`config.mk`:
```
export PLATFORM = sky130hd
export DESIGN_NAME = brsu_ram
export DESIGN_NICKNAME = d
export VERILOG_FILES = /design/src/hdl/brsu_pkg.sv /design/src/hdl/brsu_ram.sv
export SDC_FILE = /design/constraint.sdc
export NUM_CORES = 2
export LEC_CHECK = 0
export ABC_AREA = 1
export BUFFER_PORTS_ARGS = -buffer_cell sky130_fd_sc_hd__clkbuf_2
export CAP_MARGIN = 40
export CORE_UTILIZATION = 45
export DETAILED_ROUTE_END_ITERATION = 16
export REMOVE_ABC_BUFFERS = 1
export SLEW_MARGIN = 20
export SYNTH_ARGS = -nofsm -noshare
export SYNTH_HDL_FRONTEND = slang
export SYNTH_SLANG_ARGS = --single-unit
```
`constraint.sdc`:
```
create_clock -name i_clk -period 9.9 [get_ports i_clk]
set_input_delay 0.495 -clock i_clk [delete_from_list [all_inputs] [get_ports i_clk]]
set_output_delay 0.495 -clock i_clk [all_outputs]
set_load 0.005 [all_outputs]
```
`src/hdl/brsu_pkg.sv`:
```
package brsu_pkg;
    localparam int MaxRanges = 32;
    localparam int PosBits   = 48;
    localparam int IdxBits   = $clog2(MaxRanges);
    localparam int CntBits   = 6;
    localparam logic [PosBits-1:0] PosMax = {PosBits{1'b1}};

    localparam logic KIND_ADD = 1'b0;
    localparam logic KIND_SUB = 1'b1;

    typedef logic [PosBits-1:0] t_pos;
    typedef logic [PosBits:0]   t_end;
    typedef logic [IdxBits-1:0] t_idx;

    // Memory write request from the sequencer
    typedef struct packed {
        logic en;
        t_idx addr;
        t_pos start;
        t_pos size;
    } t_wr;

    function automatic t_pos sat_pos(input t_end v);
        return v[PosBits] ? PosMax : v[PosBits-1:0];
    endfunction
endpackage

```
`src/hdl/brsu_ram.sv`:
```
module brsu_ram import brsu_pkg::*; (
    input  logic i_clk,
    input  t_wr  i_wr,
    input  t_idx i_raddr,
    output t_pos o_start,
    output t_pos o_size
);
    t_pos r_start [MaxRanges];
    t_pos r_size  [MaxRanges];

    // Write one entry, read one entry with registered data
    always_ff @(posedge i_clk) begin
        if (i_wr.en) begin
            r_start[i_wr.addr] <= i_wr.start;
            r_size[i_wr.addr]  <= i_wr.size;
        end
        o_start <= r_start[i_raddr];
        o_size  <= r_size[i_raddr];
    end
endmodule

```
==> metrics <==
outcome completed; hold crit path type in -> reg; maximum vdd ir drop 0.000157 V; P_sw 0.00637 W; Die Area roughly 0.28 sq mm; R2R depth 8; WP data arrival 4190 ps; layout cells sized above 1 0.0910; hpwl dp ~180000 um; Net Sw Frac 0.220; Synth Register Bits between 3000 and 4000; H-Tree Depth 5; worst endpoint required time 10760 ps; Fmax 301 MHz; Crit-path slowest cell buf_4; Crit. End Element register; CTS tree done; clock skew 59.9 ps; Pwr per Cell Area 205 mW/mm^2; die width around 530 um; post-synth cell types 15; worst reg2reg setup slack roughly 8500 ps; drt total wl 365000 um; stages on the worst setup path 11; Yosys top cell by area edfxtp_1; Final Util 0.512; Gate power share 0.056; number of global-route vias before repair 77700; worst flop-to-flop path startpoint r_start[23][38]$_DFFE_PP_; vias per cell 5.74; port bufs 203; Initial DRC Count roughly 9600; Starting Density 0.453; total setup buffers inserted after CTS 0; fin crit period 3330 ps; drt first pass iters 6; nets@finish between 10000 and 15000; RSZ-0062 raised after global routing no; GRT Overall Usage 0.257; capture point of the critical path o_start[34]$_DFF_P_; FP Rows 193; most frequent CP cell nand3_1; CTS max path bufs 4; Worst-path clk slew about 60 ps; Crit Path Category in -> reg; Core Area 0.276 sq mm; routed length per instance 25.6 um; post-CTS sizing 0; hold path depth 3; P_int 0.0226 W; fraction of the yosys area taken by sequential cells 0.752; commonest non-fill, non-tap cell in the layout nand2_1; worst setup path start i_raddr[0]; yosys warns 0; Root Driver clkbuf_16; sequential power share 0.517; mean post-synth cell area 12.4 sq um; critical-path cell list buf_8 -> buf_12 -> buf_4 -> buf_4 -> buf_12 -> nand2_1 -> nand3_1 -> nand3_1 -> nand3_1 -> nand3_1 -> nand2_1; Clock power frac 0.427; GRT overflow 0; hold-fix buffer count after cts 0; gr busiest metal met2; Max Slew Vio Count 0; Final TNS setup 0 ps; Pwr Total 0.0290 W; Die Ht 529 um; via count 81800; Max Cap Viol 0; hold slack 69.3 ps; Hold Fails Final Rpt 0; critical path buffer and inverter count 5; Slew headroom 0.159; antenna-violating nets left 0; CP max stage delay roughly 770 ps; Worst R2R End o_start[38]$_DFF_P_; Num CTS Buffers 344; initial antenna violation count around 40; commonest non-fill, non-tap cells in the layout nand2_1, edfxtp_1, nand3_1, clkbuf_16, clkbuf_2; I/O pin count 204; GR Util met3 0.0429; CTS sink count around 3200; Layout area overhead 13.0%; Clk Latency, worst-skew pair 970 ps; Startpoint Class input port; met1 Resource Use GR 0.354; largest net degree at the start of global routing 219; post-synth top area share 0.737; Worst-Margin Slew 1260 ps; Mapped Cells 10100; # DRC 0; RePlAce Congestion 0.756; global-route wire length before repair 528000 um; Synth area leaders edfxtp_1, nand3_1, nand2_1; fin crit share 0.336; # setup viols final 0; M2 GR Usage 0.417; CP Max Fanout 138; cell family with most CP delay buffers and inverters; mapped cell area between 0.1 and 0.15 sq mm; P_leak 50.4 nW
## synth_stat cells
cell type and n:
nor2_1 32, inv_1 6, nand3_1 2697, clkinv_1 2, inv_4 1, buf_4 74, buf_8 2, buf_2 351
edfxtp_1 3072, buf_1 34, buf_6 105, dfxtp_1 96, nand2_1 3558, clkbuf_1 94, inv_2 1
## through the flow
| step | setup slack (ps) | cells | cell area [sq um] |
|---|---|---|---|
| CTS | 6380 | 14200 | 141000 |
| finish | 6570 | 14200 | 141000 |
| global route | 6420 | 14200 | 141000 |
| global placement | 5070 | 13500 | 128000 |
| floorplan | 1580 | 9465 | 121000 |
| detailed placement | 5350 | 13600 | 130000 |
## power by group through the flow
stage | logic [W] | clock network (W) | registers, W
2_1_floorplan | 0.000866 | 0 | 0.0153
3_3_place_gp | 0.00154 | 0 | 0.0153
3_5_place_dp | 0.00160 | 0 | 0.0153
4_1_cts | 0.00161 | 0.0125 | 0.0150
5_1_grt | 0.00177 | 0.0131 | 0.0150
6_report | 0.00162 | 0.0124 | 0.0150
## layout make-up
cell class,instances,area (sq um)
timing repair buffer,445,4520
antenna,20,50.0
fill,23400,135000
clock buffer,428,9260
multi-input combinational,6287,27200
inverter,10,83.8
clock inverter,177,1520
sequential,3168,94200
tap,3705,4640
## cell families after synthesis
kind of cell,share of synthesized area
flops,0.752
buf+inv,0.0323
simple gates,0.215
## metal layers
metal  share of wire  wire length [um]  vias to the layer above
li1                -                 -                    36200
met1            0.41            151000                    41100
met2            0.47            173000                     3871
met3           0.086             31400                      596
met4           0.026              9590                       30
met5         0.00054               196                        -
## worst min-delay path by stage
stage,startpoint,to,slack (ps)
finish,i_raddr[4],o_size[37]$_DFF_P_,70
global route,i_raddr[4],o_size[37]$_DFF_P_,40
global placement,r_size[20][33]$_DFFE_PP_,o_size[33]$_DFF_P_,670
floorplan,i_wr[0],r_size[0][0]$_DFFE_PP_,590
CTS,i_raddr[4],o_size[37]$_DFF_P_,20
detailed placement,r_start[2][33]$_DFFE_PP_,o_start[33]$_DFF_P_,680
## state kept, by name, summed over array words and instances (netlist names)
register  cells
o_size       48
r_start    1536
o_start      48
r_size     1536
## worst min-delay path, delay by kind of cell
family                 cells  cell delay (ps)
buffers and inverters      1              240
AND/OR/NAND/NOR            2              200
Power figures use the tool's default switching activity.
