`src/hdl/brsu_pkg.sv`:
```
package brsu_pkg;
    localparam int MaxRanges = 32;
    localparam int PosBits   = 48;
    localparam int IdxBits   = $clog2(MaxRanges);
    localparam int CntBits   = 6;
    localparam logic [PosBits-1:0] PosMax = {PosBits{1'b1}};

    localparam logic KIND_ADD = 1'b0;
    localparam logic KIND_SUB = 1'b1;

    typedef logic [PosBits-1:0] t_pos;
    typedef logic [PosBits:0]   t_end;
    typedef logic [IdxBits-1:0] t_idx;

    // Memory write request from the sequencer
    typedef struct packed {
        logic en;
        t_idx addr;
        t_pos start;
        t_pos size;
    } t_wr;

    function automatic t_pos sat_pos(input t_end v);
        return v[PosBits] ? PosMax : v[PosBits-1:0];
    endfunction
endpackage

```
`src/hdl/brsu_seq.sv`:
```
module brsu_seq import brsu_pkg::*; (
    input  logic         i_clk,
    input  logic         i_rst_n,
    input  logic         i_go,
    input  logic         i_hold,
    input  logic         i_kind,
    input  t_pos         i_off,
    input  t_pos         i_len,
    input  t_pos         i_rd_start,
    input  t_pos         i_rd_size,
    output t_idx         o_raddr,
    output t_wr          o_wr,
    output logic         o_done,
    output t_pos         o_removed,
    output logic [CntBits-1:0] o_count,
    output logic         o_full
);
    typedef enum logic [8:0] {
        S_IDLE  = 9'b000000001,
        S_SCAN  = 9'b000000010,  // subtract: find split entry
        S_SUB   = 9'b000000100,  // subtract: main walk
        S_ADD1  = 9'b000001000,  // add: find adjacent entry
        S_ADDW  = 9'b000010000,  // unused, never entered
        S_ADD2  = 9'b000100000,  // add: find merge partner
        S_DONE  = 9'b001000000,
        S_HITRD = 9'b010000000,
        S_HITWR = 9'b100000000
    } t_state;

    t_state r_state, n_state;
    logic [MaxRanges-1:0] r_valid, n_valid;
    logic [CntBits:0] r_cnt, n_cnt;
    logic [IdxBits:0] r_ptr, n_ptr;
    logic r_rdv, n_rdv;
    t_idx r_ridx, n_ridx;
    logic r_kind, n_kind;
    t_pos r_off, n_off, r_len, n_len;
    t_end r_end, n_end;
    logic r_splitv, n_splitv;
    t_idx r_split, n_split;
    t_idx r_slot, n_slot;
    logic r_slotv, n_slotv;
    t_pos r_tot, n_tot;
    t_idx r_hit, n_hit;
    t_pos r_hs, n_hs, r_hz, n_hz;
    logic r_full, n_full;
    t_wr  w;
    t_end e, tsum;
    logic free_v;
    t_idx free_i;

    // Lowest free slot from valid bits
    always_comb begin
        free_v = 1'b0;
        free_i = '0;
        for (int k = MaxRanges - 1; k >= 0; k--) begin
            if (!r_valid[k]) begin
                free_v = 1'b1;
                free_i = t_idx'(k);
            end
        end
    end

    assign e = {1'b0, i_rd_start} + {1'b0, i_rd_size};

    always_comb begin
        n_state = r_state; n_valid = r_valid; n_cnt = r_cnt; n_ptr = r_ptr;
        n_rdv = 1'b0; n_ridx = r_ptr[IdxBits-1:0]; n_kind = r_kind;
        n_off = r_off; n_len = r_len; n_end = r_end;
        n_splitv = r_splitv; n_split = r_split; n_slot = r_slot; n_slotv = r_slotv;
        n_tot = r_tot; n_hit = r_hit; n_hs = r_hs; n_hz = r_hz; n_full = r_full;
        w = '0;
        tsum = '0;
        o_raddr = r_ptr[IdxBits-1:0];
        unique case (r_state)
            S_IDLE: begin
                if (i_go) begin
                    n_kind = i_kind; n_off = i_off; n_len = i_len;
                    n_end = {1'b0, i_off} + {1'b0, i_len};
                    n_tot = '0; n_full = 1'b0; n_splitv = 1'b0; n_ptr = '0;
                    n_slot = free_i; n_slotv = free_v;
                    if (i_kind == KIND_SUB) n_state = S_SCAN;
                    else if (i_len == '0) n_state = S_DONE;
                    else n_state = S_ADD1;
                end
            end
            S_SCAN, S_SUB, S_ADD1, S_ADD2: begin
                // Issue read at pointer, evaluate previous read
                if (r_ptr < (IdxBits+1)'(MaxRanges)) begin
                    n_rdv = 1'b1;
                    n_ptr = r_ptr + 1'b1;
                end
                if (r_rdv && r_valid[r_ridx]) begin
                    if (r_state == S_SCAN) begin
                        if (!r_splitv && {1'b0, r_off} > {1'b0, i_rd_start}
                            && r_end < e) begin
                            n_splitv = 1'b1; n_split = r_ridx;
                        end
                    end else if (r_state == S_SUB) begin
                        if ({1'b0, r_off} <= {1'b0, i_rd_start} && r_end >= e) begin
                            n_valid[r_ridx] = 1'b0; n_cnt = r_cnt - 1'b1;
                            tsum = {1'b0, r_tot} + {1'b0, i_rd_size};
                        end else if (r_splitv && r_ridx == r_split) begin
                            n_valid[r_slot] = 1'b1; n_cnt = r_cnt + 1'b1;
                            n_hit = r_slot;
                            n_hs = sat_pos(r_end);
                            n_hz = t_pos'(e - r_end);
                            w.en = 1'b1; w.addr = r_ridx; w.start = i_rd_start;
                            w.size = t_pos'({1'b0, r_off} - {1'b0, i_rd_start});
                            tsum = {1'b0, r_tot} + {1'b0, r_len};
                            n_rdv = 1'b0; n_state = S_HITWR;
                        end else if (r_end > {1'b0, i_rd_start} && r_end < e) begin
                            w.en = 1'b1; w.addr = r_ridx; w.start = sat_pos(r_end);
                            w.size = t_pos'(e - r_end);
                            tsum = {1'b0, r_tot} + (r_end - {1'b0, i_rd_start});
                        end else if ({1'b0, r_off} > {1'b0, i_rd_start}
                                     && {1'b0, r_off} < e) begin
                            w.en = 1'b1; w.addr = r_ridx; w.start = i_rd_start;
                            w.size = t_pos'({1'b0, r_off} - {1'b0, i_rd_start});
                            tsum = {1'b0, r_tot} + (e - {1'b0, r_off});
                        end else begin
                            tsum = {1'b0, r_tot};
                        end
                        n_tot = sat_pos(tsum);
                    end else if (r_state == S_ADD1) begin
                        if (e == {1'b0, r_off}) begin
                            n_hit = r_ridx; n_hs = i_rd_start;
                            n_hz = sat_pos({1'b0, i_rd_size} + {1'b0, r_len});
                            n_rdv = 1'b0; n_state = S_HITRD;
                        end else if (r_end == {1'b0, i_rd_start}) begin
                            n_hit = r_ridx; n_hs = r_off;
                            n_hz = sat_pos({1'b0, i_rd_size} + {1'b0, r_len});
                            n_rdv = 1'b0; n_state = S_HITRD;
                        end
                    end else if (r_ridx != r_hit) begin
                        if ({1'b0, r_hs} + {1'b0, r_hz} == {1'b0, i_rd_start}) begin
                            n_hz = sat_pos({1'b0, r_hz} + {1'b0, i_rd_size});
                            n_valid[r_ridx] = 1'b0; n_cnt = r_cnt - 1'b1;
                            n_rdv = 1'b0; n_state = S_HITWR;
                        end else if (e == {1'b0, r_hs}) begin
                            n_hs = i_rd_start;
                            n_hz = sat_pos({1'b0, r_hz} + {1'b0, i_rd_size});
                            n_valid[r_ridx] = 1'b0; n_cnt = r_cnt - 1'b1;
                            n_rdv = 1'b0; n_state = S_HITWR;
                        end
                    end
                end
                // End of walk
                if (n_state == r_state && !n_rdv && r_ptr == (IdxBits+1)'(MaxRanges)) begin
                    n_ptr = '0;
                    if (r_state == S_SCAN) begin
                        if (n_splitv && !r_slotv) begin
                            n_full = 1'b1; n_state = S_DONE;
                        end else n_state = S_SUB;
                    end else if (r_state == S_ADD1) begin
                        if (!r_slotv) begin
                            n_full = 1'b1;
                        end else begin
                            w.en = 1'b1; w.addr = r_slot; w.start = r_off; w.size = r_len;
                            n_valid[r_slot] = 1'b1; n_cnt = r_cnt + 1'b1;
                        end
                        n_state = S_DONE;
                    end else n_state = S_DONE;
                end
            end
            S_HITRD: begin
                // Write extended hit entry, then walk for a merge partner
                w.en = 1'b1; w.addr = r_hit; w.start = r_hs; w.size = r_hz;
                n_ptr = '0; n_state = S_ADD2;
            end
            S_HITWR: begin
                w.en = 1'b1; w.addr = r_hit; w.start = r_hs; w.size = r_hz;
                n_state = S_DONE;
            end
            // Hold the result until the output register can take it
            S_DONE: if (!i_hold) n_state = S_IDLE;
            default: n_state = S_IDLE;
        endcase
    end

    always_ff @(posedge i_clk) begin
        if (!i_rst_n) begin
            r_state <= S_IDLE; r_valid <= '0; r_cnt <= '0; r_ptr <= '0; r_rdv <= 1'b0;
        end else begin
            r_state <= n_state; r_valid <= n_valid; r_cnt <= n_cnt;
            r_ptr <= n_ptr; r_rdv <= n_rdv;
        end
        r_ridx <= n_ridx; r_kind <= n_kind; r_off <= n_off; r_len <= n_len;
        r_end <= n_end; r_splitv <= n_splitv; r_split <= n_split; r_slot <= n_slot;
        r_slotv <= n_slotv; r_tot <= n_tot; r_hit <= n_hit; r_hs <= n_hs;
        r_hz <= n_hz; r_full <= n_full;
    end

    assign o_wr      = w;
    assign o_done    = (r_state == S_DONE);
    assign o_removed = (r_kind == KIND_SUB && !r_full) ? r_tot : '0;
    assign o_count   = r_cnt[CntBits-1:0];
    assign o_full    = r_full;
endmodule

```
`config.mk`:
```
export PLATFORM = sky130hd
export DESIGN_NAME = brsu_seq
export DESIGN_NICKNAME = d
export VERILOG_FILES = /design/src/hdl/brsu_pkg.sv /design/src/hdl/brsu_seq.sv
export SDC_FILE = /design/constraint.sdc
export NUM_CORES = 2
export LEC_CHECK = 0
export ABC_AREA = 1
export ABC_CLOCK_PERIOD_IN_PS = 17300
export BUFFER_PORTS_ARGS = -buffer_cell sky130_fd_sc_hd__buf_4
export CORE_ASPECT_RATIO = 1.5
export CORE_MARGIN = 3
export CORE_UTILIZATION = 51
export DETAILED_ROUTE_END_ITERATION = 8
export GPL_TIMING_DRIVEN = 0
export HOLD_SLACK_MARGIN = 0.12
export MAX_ROUTING_LAYER = met4
export PLACE_DENSITY_LB_ADDON = 0.12
export SLEW_MARGIN = 20
export SYNTH_ARGS = -nofsm -noshare
export SYNTH_HDL_FRONTEND = slang
export SYNTH_SLANG_ARGS = --single-unit
```
`constraint.sdc`:
```
create_clock -name i_clk -period 17.3 [get_ports i_clk]
set_input_delay 0.865 -clock i_clk [delete_from_list [all_inputs] [get_ports i_clk]]
set_output_delay 0.865 -clock i_clk [all_outputs]
set_load 0.05 [all_outputs]
```
==> run metrics, run 1 <==
run status=aborted with a tool error; Fail Step=global routing (5_1_grt); tool error=[ERROR GRT-0116] Global routing finished with congestion. Check the congestion regions in the DRC Viewer.; number of global-route vias before repair=78030; CTS Root Cell=clkbuf_16; Post-synth top cells=2227 x nand2_1, 1383 x inv_1, 995 x a21oi_1, 934 x nor2_1, 732 x o21ai_0; cts repair resizes=0; placer congestion estimate=1.32; syn nets=10559; Seq/Total Area, Yosys=17.1%; cell taking the most area after synthesis=edfxtp_1; chip width=288 um; flops & latches, synth=367; IO buf count=358; library cells used by synthesis=70; CTS Buf Count=43; DP HPWL=319000 um; top post-synthesis cells by area=edfxtp_1 15%, ha_1 14%, nand2_1 14%, inv_1 8.5%, a21oi_1 8.2%; first-pass GRT wire length=562000 um; gr usage total=66.1%; largest net degree at the start of global routing=32; htree depth=2; post-synth top area share=15.2%; Ys Warns=0; Overflow after GRT=2; placed instance area=65900 sq um; Syn Area/Cell=6.36 sq um; CTS Buffer Depth=3; clock sink count=367; # Post-CTS Setup Buffers=0; Mapped Cells=9582; count leader, synth=nand2_1; IO Pins=360; DIE HEIGHT=429 um; Post-synth EDFFs=308; Hold Buf Count CTS=0; Mapped Area=60900 sq um; Async SR Flop Fraction=0%; # rows=154; starting density of the core=51.6%; Primary FF master, synth=edfxtp_1
logic make-up after synthesis:
| group | count (synthesis) | share of synthesized area [%] |
|---|---|---|
| AOI/OAI and AO/OA | 2403 | 22.4 |
| xor gates and xnor gates | 406 | 5.95 |
| adders and majority gates | 780 | 17.3 |
| buffers and inverters | 1650 | 10.4 |
| DFF | 367 | 17.1 |
| other | 1 | 0.00616 |
| and+or+nand+nor | 3975 | 26.8 |
metrics by stage:
step / utilization [%] / setup TNS, ns / instances / worst slack [ns]
after floorplan: - / 0 / 9582 / 5.22
after global placement: 55.6 / -106.19 / 11500 / -2.22
after detailed placement: 55.9 / 0 / 11522 / 6.94
after CTS: 57.3 / 0 / 11602 / 6.93
metal layers:
metal  overflow  global-route usage [%]
met1          0                    64.3
met2          1                    87.6
met3          0                    38.5
met4          1                    68.3
met5          -                       -
==> inputs of run 2 (changes only) <==
--- a/config.mk
+++ b/config.mk
@@ -8,14 +8,11 @@
 export ABC_AREA = 1
 export ABC_CLOCK_PERIOD_IN_PS = 17300
 export BUFFER_PORTS_ARGS = -buffer_cell sky130_fd_sc_hd__buf_4
-export CORE_ASPECT_RATIO = 1.5
 export CORE_MARGIN = 3
-export CORE_UTILIZATION = 51
+export CORE_UTILIZATION = 36
 export DETAILED_ROUTE_END_ITERATION = 8
 export GPL_TIMING_DRIVEN = 0
-export HOLD_SLACK_MARGIN = 0.12
-export MAX_ROUTING_LAYER = met4
-export PLACE_DENSITY_LB_ADDON = 0.12
+export PLACE_DENSITY_LB_ADDON = 0.15
 export SLEW_MARGIN = 20
 export SYNTH_ARGS = -nofsm -noshare
 export SYNTH_HDL_FRONTEND = slang
==> run metrics, run 2 <==
Net Sw Power=0.00303 W; number of global-route vias before repair=70329; Worst R2R Path Depth=22; Primary FF master, synth=edfxtp_1; final hold violation count=0; Via Count=75237; worst skew pair latency=0.73 ns; Flop pwr share=19.2%; PD cells=82.8 nW/um^2; Ys Warns=0; CTS Root Cell=clkbuf_16; Power Internal=0.00267 W; Mapped Area=60900 sq um; clock-pin slew on the worst setup and hold paths=0.08 ns; CTS Buffer Depth=3; Slew Limit Fails=0; crit-path max FO=10; Switching Fraction=53.1%; Setup crit end kind=primary output; clock power share=21.7%; reg2reg start=r_off[0]; drt wl/cell=34.3 um; Worst Path Arrival=10.57 ns; top post-synthesis cells by area=edfxtp_1 15%, ha_1 14%, nand2_1 14%, inv_1 8.5%, a21oi_1 8.2%; # Max-Cap Violations=0; # rows=150; core area=168000 sq um; CTS Buf Count=50; Routed Antenna Nets=0; cell taking the most area after synthesis=edfxtp_1; post-synth top area share=15.2%; Req. time, crit path=16.43 ns; Post-synth top cells=2227 x nand2_1, 1383 x inv_1, 995 x a21oi_1, 934 x nor2_1, 732 x o21ai_0; final setup fails=0; Gate power share=59.0%; first-pass GRT wire length=559000 um; Least-Margin Pin Slew=1.40 ns; DRC errors left=0; DP Worst Slack=6.72 ns; reg2reg setup slack=9.54 ns; commonest cells after routing, fill and taps aside=2227 x nand2_1, 1382 x inv_1, 995 x a21oi_1, 930 x nor2_1, 727 x o21ai_0; maximum vdd ir drop=0.0727 mV; Largest stage delay, worst path=0.83 ns; initial antenna violation count=42; cts repair resizes=0; Filler cells=18294; Routed WL=423000 um; flops & latches, synth=367; HP Class=primary input to flop; run status=finished clean; IO buf count=358; max reg flops=49; placed instance area=66900 sq um; final instance area=68900 sq um; htree depth=2; starting density of the core=36.3%; min Tclk post-route=11.44 ns; TritonCTS clock tree=yes; Syn Area/Cell=6.36 sq um; Overflow after GRT=0; placer congestion estimate=1.19; Hold Slack=0.327 ns; Worst Skew=0.0635 ns; share of layout cells above drive strength 1=6.67%; DP Cell Count=12174; Hold Buf Count CTS=0; IO Pins=360; gr usage total=46.5%; Mapped Cells=9582; commonest non-fill, non-tap cell in the layout=nand2_1; drt via density=6.11; Seq/Total Area, Yosys=17.1%; fmax=87.4 MHz; DIE HEIGHT=417 um; # Post-CTS Setup Buffers=0; CP most frequent cell=nand2_1; min-delay src=i_off[13]; hold path depth=1; Pleak=32.9 nW; largest register by flop count=r_end; syn nets=10559; fin nets=10999; Post-Layout Cell Count=12307; crit path max-delay cell type=nand2_1; hold endpoint=r_off[13]; Slew Limit Headroom=6.29%; largest net degree at the start of global routing=49; count leader, synth=nand2_1; Critical Path Start Type=primary input; clock sink count=367; Tcrit/Tclk final=66.1%; Final WS setup=5.86 ns; area delta synth->final=13.2%; Post-synth EDFFs=308; Die Area=174000 sq um; Pre-Repair DR Iteration Count=9; chip width=417 um; Crit Path Category=primary input to primary output; Async SR Flop Fraction=0%; DR iter-0 viols=10412; FF-to-FF End=r_tot[45]; RSZ-0062 raised after global routing=no; DP HPWL=369000 um; library cells used by synthesis=70
[run 2: how the worst max path moves through the flow]
stage | slack (ns) | endpoint | startpoint
after floorplan | 5.22 | r_hs[0] | i_rd_start[0]
after detailed placement | 6.72 | o_wr[70] | i_rd_start[0]
final | 5.86 | o_wr[70] | i_rd_start[0]
after global placement | -5.53 | r_hs[5] | i_rd_start[0]
after CTS | 6.69 | o_wr[70] | i_rd_start[0]
after global routing | 6.33 | o_wr[70] | i_rd_size[0]
[run 2: power groups by stage]
stage / Sequential, W / Clock, W / Combinational [W]
6_report: 0.00110 / 0.00124 / 0.00337
5_1_grt: 0.00109 / 0.00127 / 0.00351
4_1_cts: 0.00109 / 0.00124 / 0.00318
3_5_place_dp: 0.00110 / 0 / 0.00316
3_3_place_gp: 0.00112 / 0 / 0.00313
2_1_floorplan: 0.00106 / 0 / 0.00189
[run 2: cells by family after synthesis]
logic type	share of synthesized area [%]
AO/OA/AOI/OAI	22.4
XOR/XNOR	5.95
adder cells (fa/ha/maj)	17.3
buffers and inverters	10.4
flip-flops	17.1
other	0.00616
AND/OR/NAND/NOR	26.8
[run 2: metrics by stage]
stage / util, % / setup TNS, ns / total power, W
6_report: 41.1 / 0 / 0.00570
5_1_grt: 41.1 / 0 / 0.00587
4_1_cts: 41.0 / 0 / 0.00550
3_5_place_dp: 39.9 / 0 / 0.00427
3_3_place_gp: 39.6 / -264.60 / 0.00425
2_1_floorplan: - / 0 / 0.00295
[run 2: critical path, delay by kind of cell]
family | cells | cell delay (ns)
AO/OA/AOI/OAI | 7 | 2.61
adder cells (fa/ha/maj) | 3 | 1.21
buffers and inverters | 5 | 1.71
AND/OR/NAND/NOR | 16 | 4.13
[run 2: layer usage]
metal | wire (um) | GRT usage (%)
met5 | 336 | 0.972
met4 | 41300 | 37.2
met3 | 53500 | 16.5
met2 | 171000 | 67.6
met1 | 157000 | 55.2
[run 2: area by class of cell]
class                   instances  area, sq um  share of cell area [%]
multi-input cells            7565        44200                    64.2
flip-flops and latches        367        10400                    15.1
inverters                    1414         5310                    7.71
repair buffers                388         3150                    4.57
well taps                    2204         2760                    4.00
clock buffers                  51         1250                    1.82
plain buffers                 236         1070                    1.55
clock inverters                42          601                   0.872
diodes                         40          100                   0.145
Note: power is estimated with default switching activity, not from simulation.
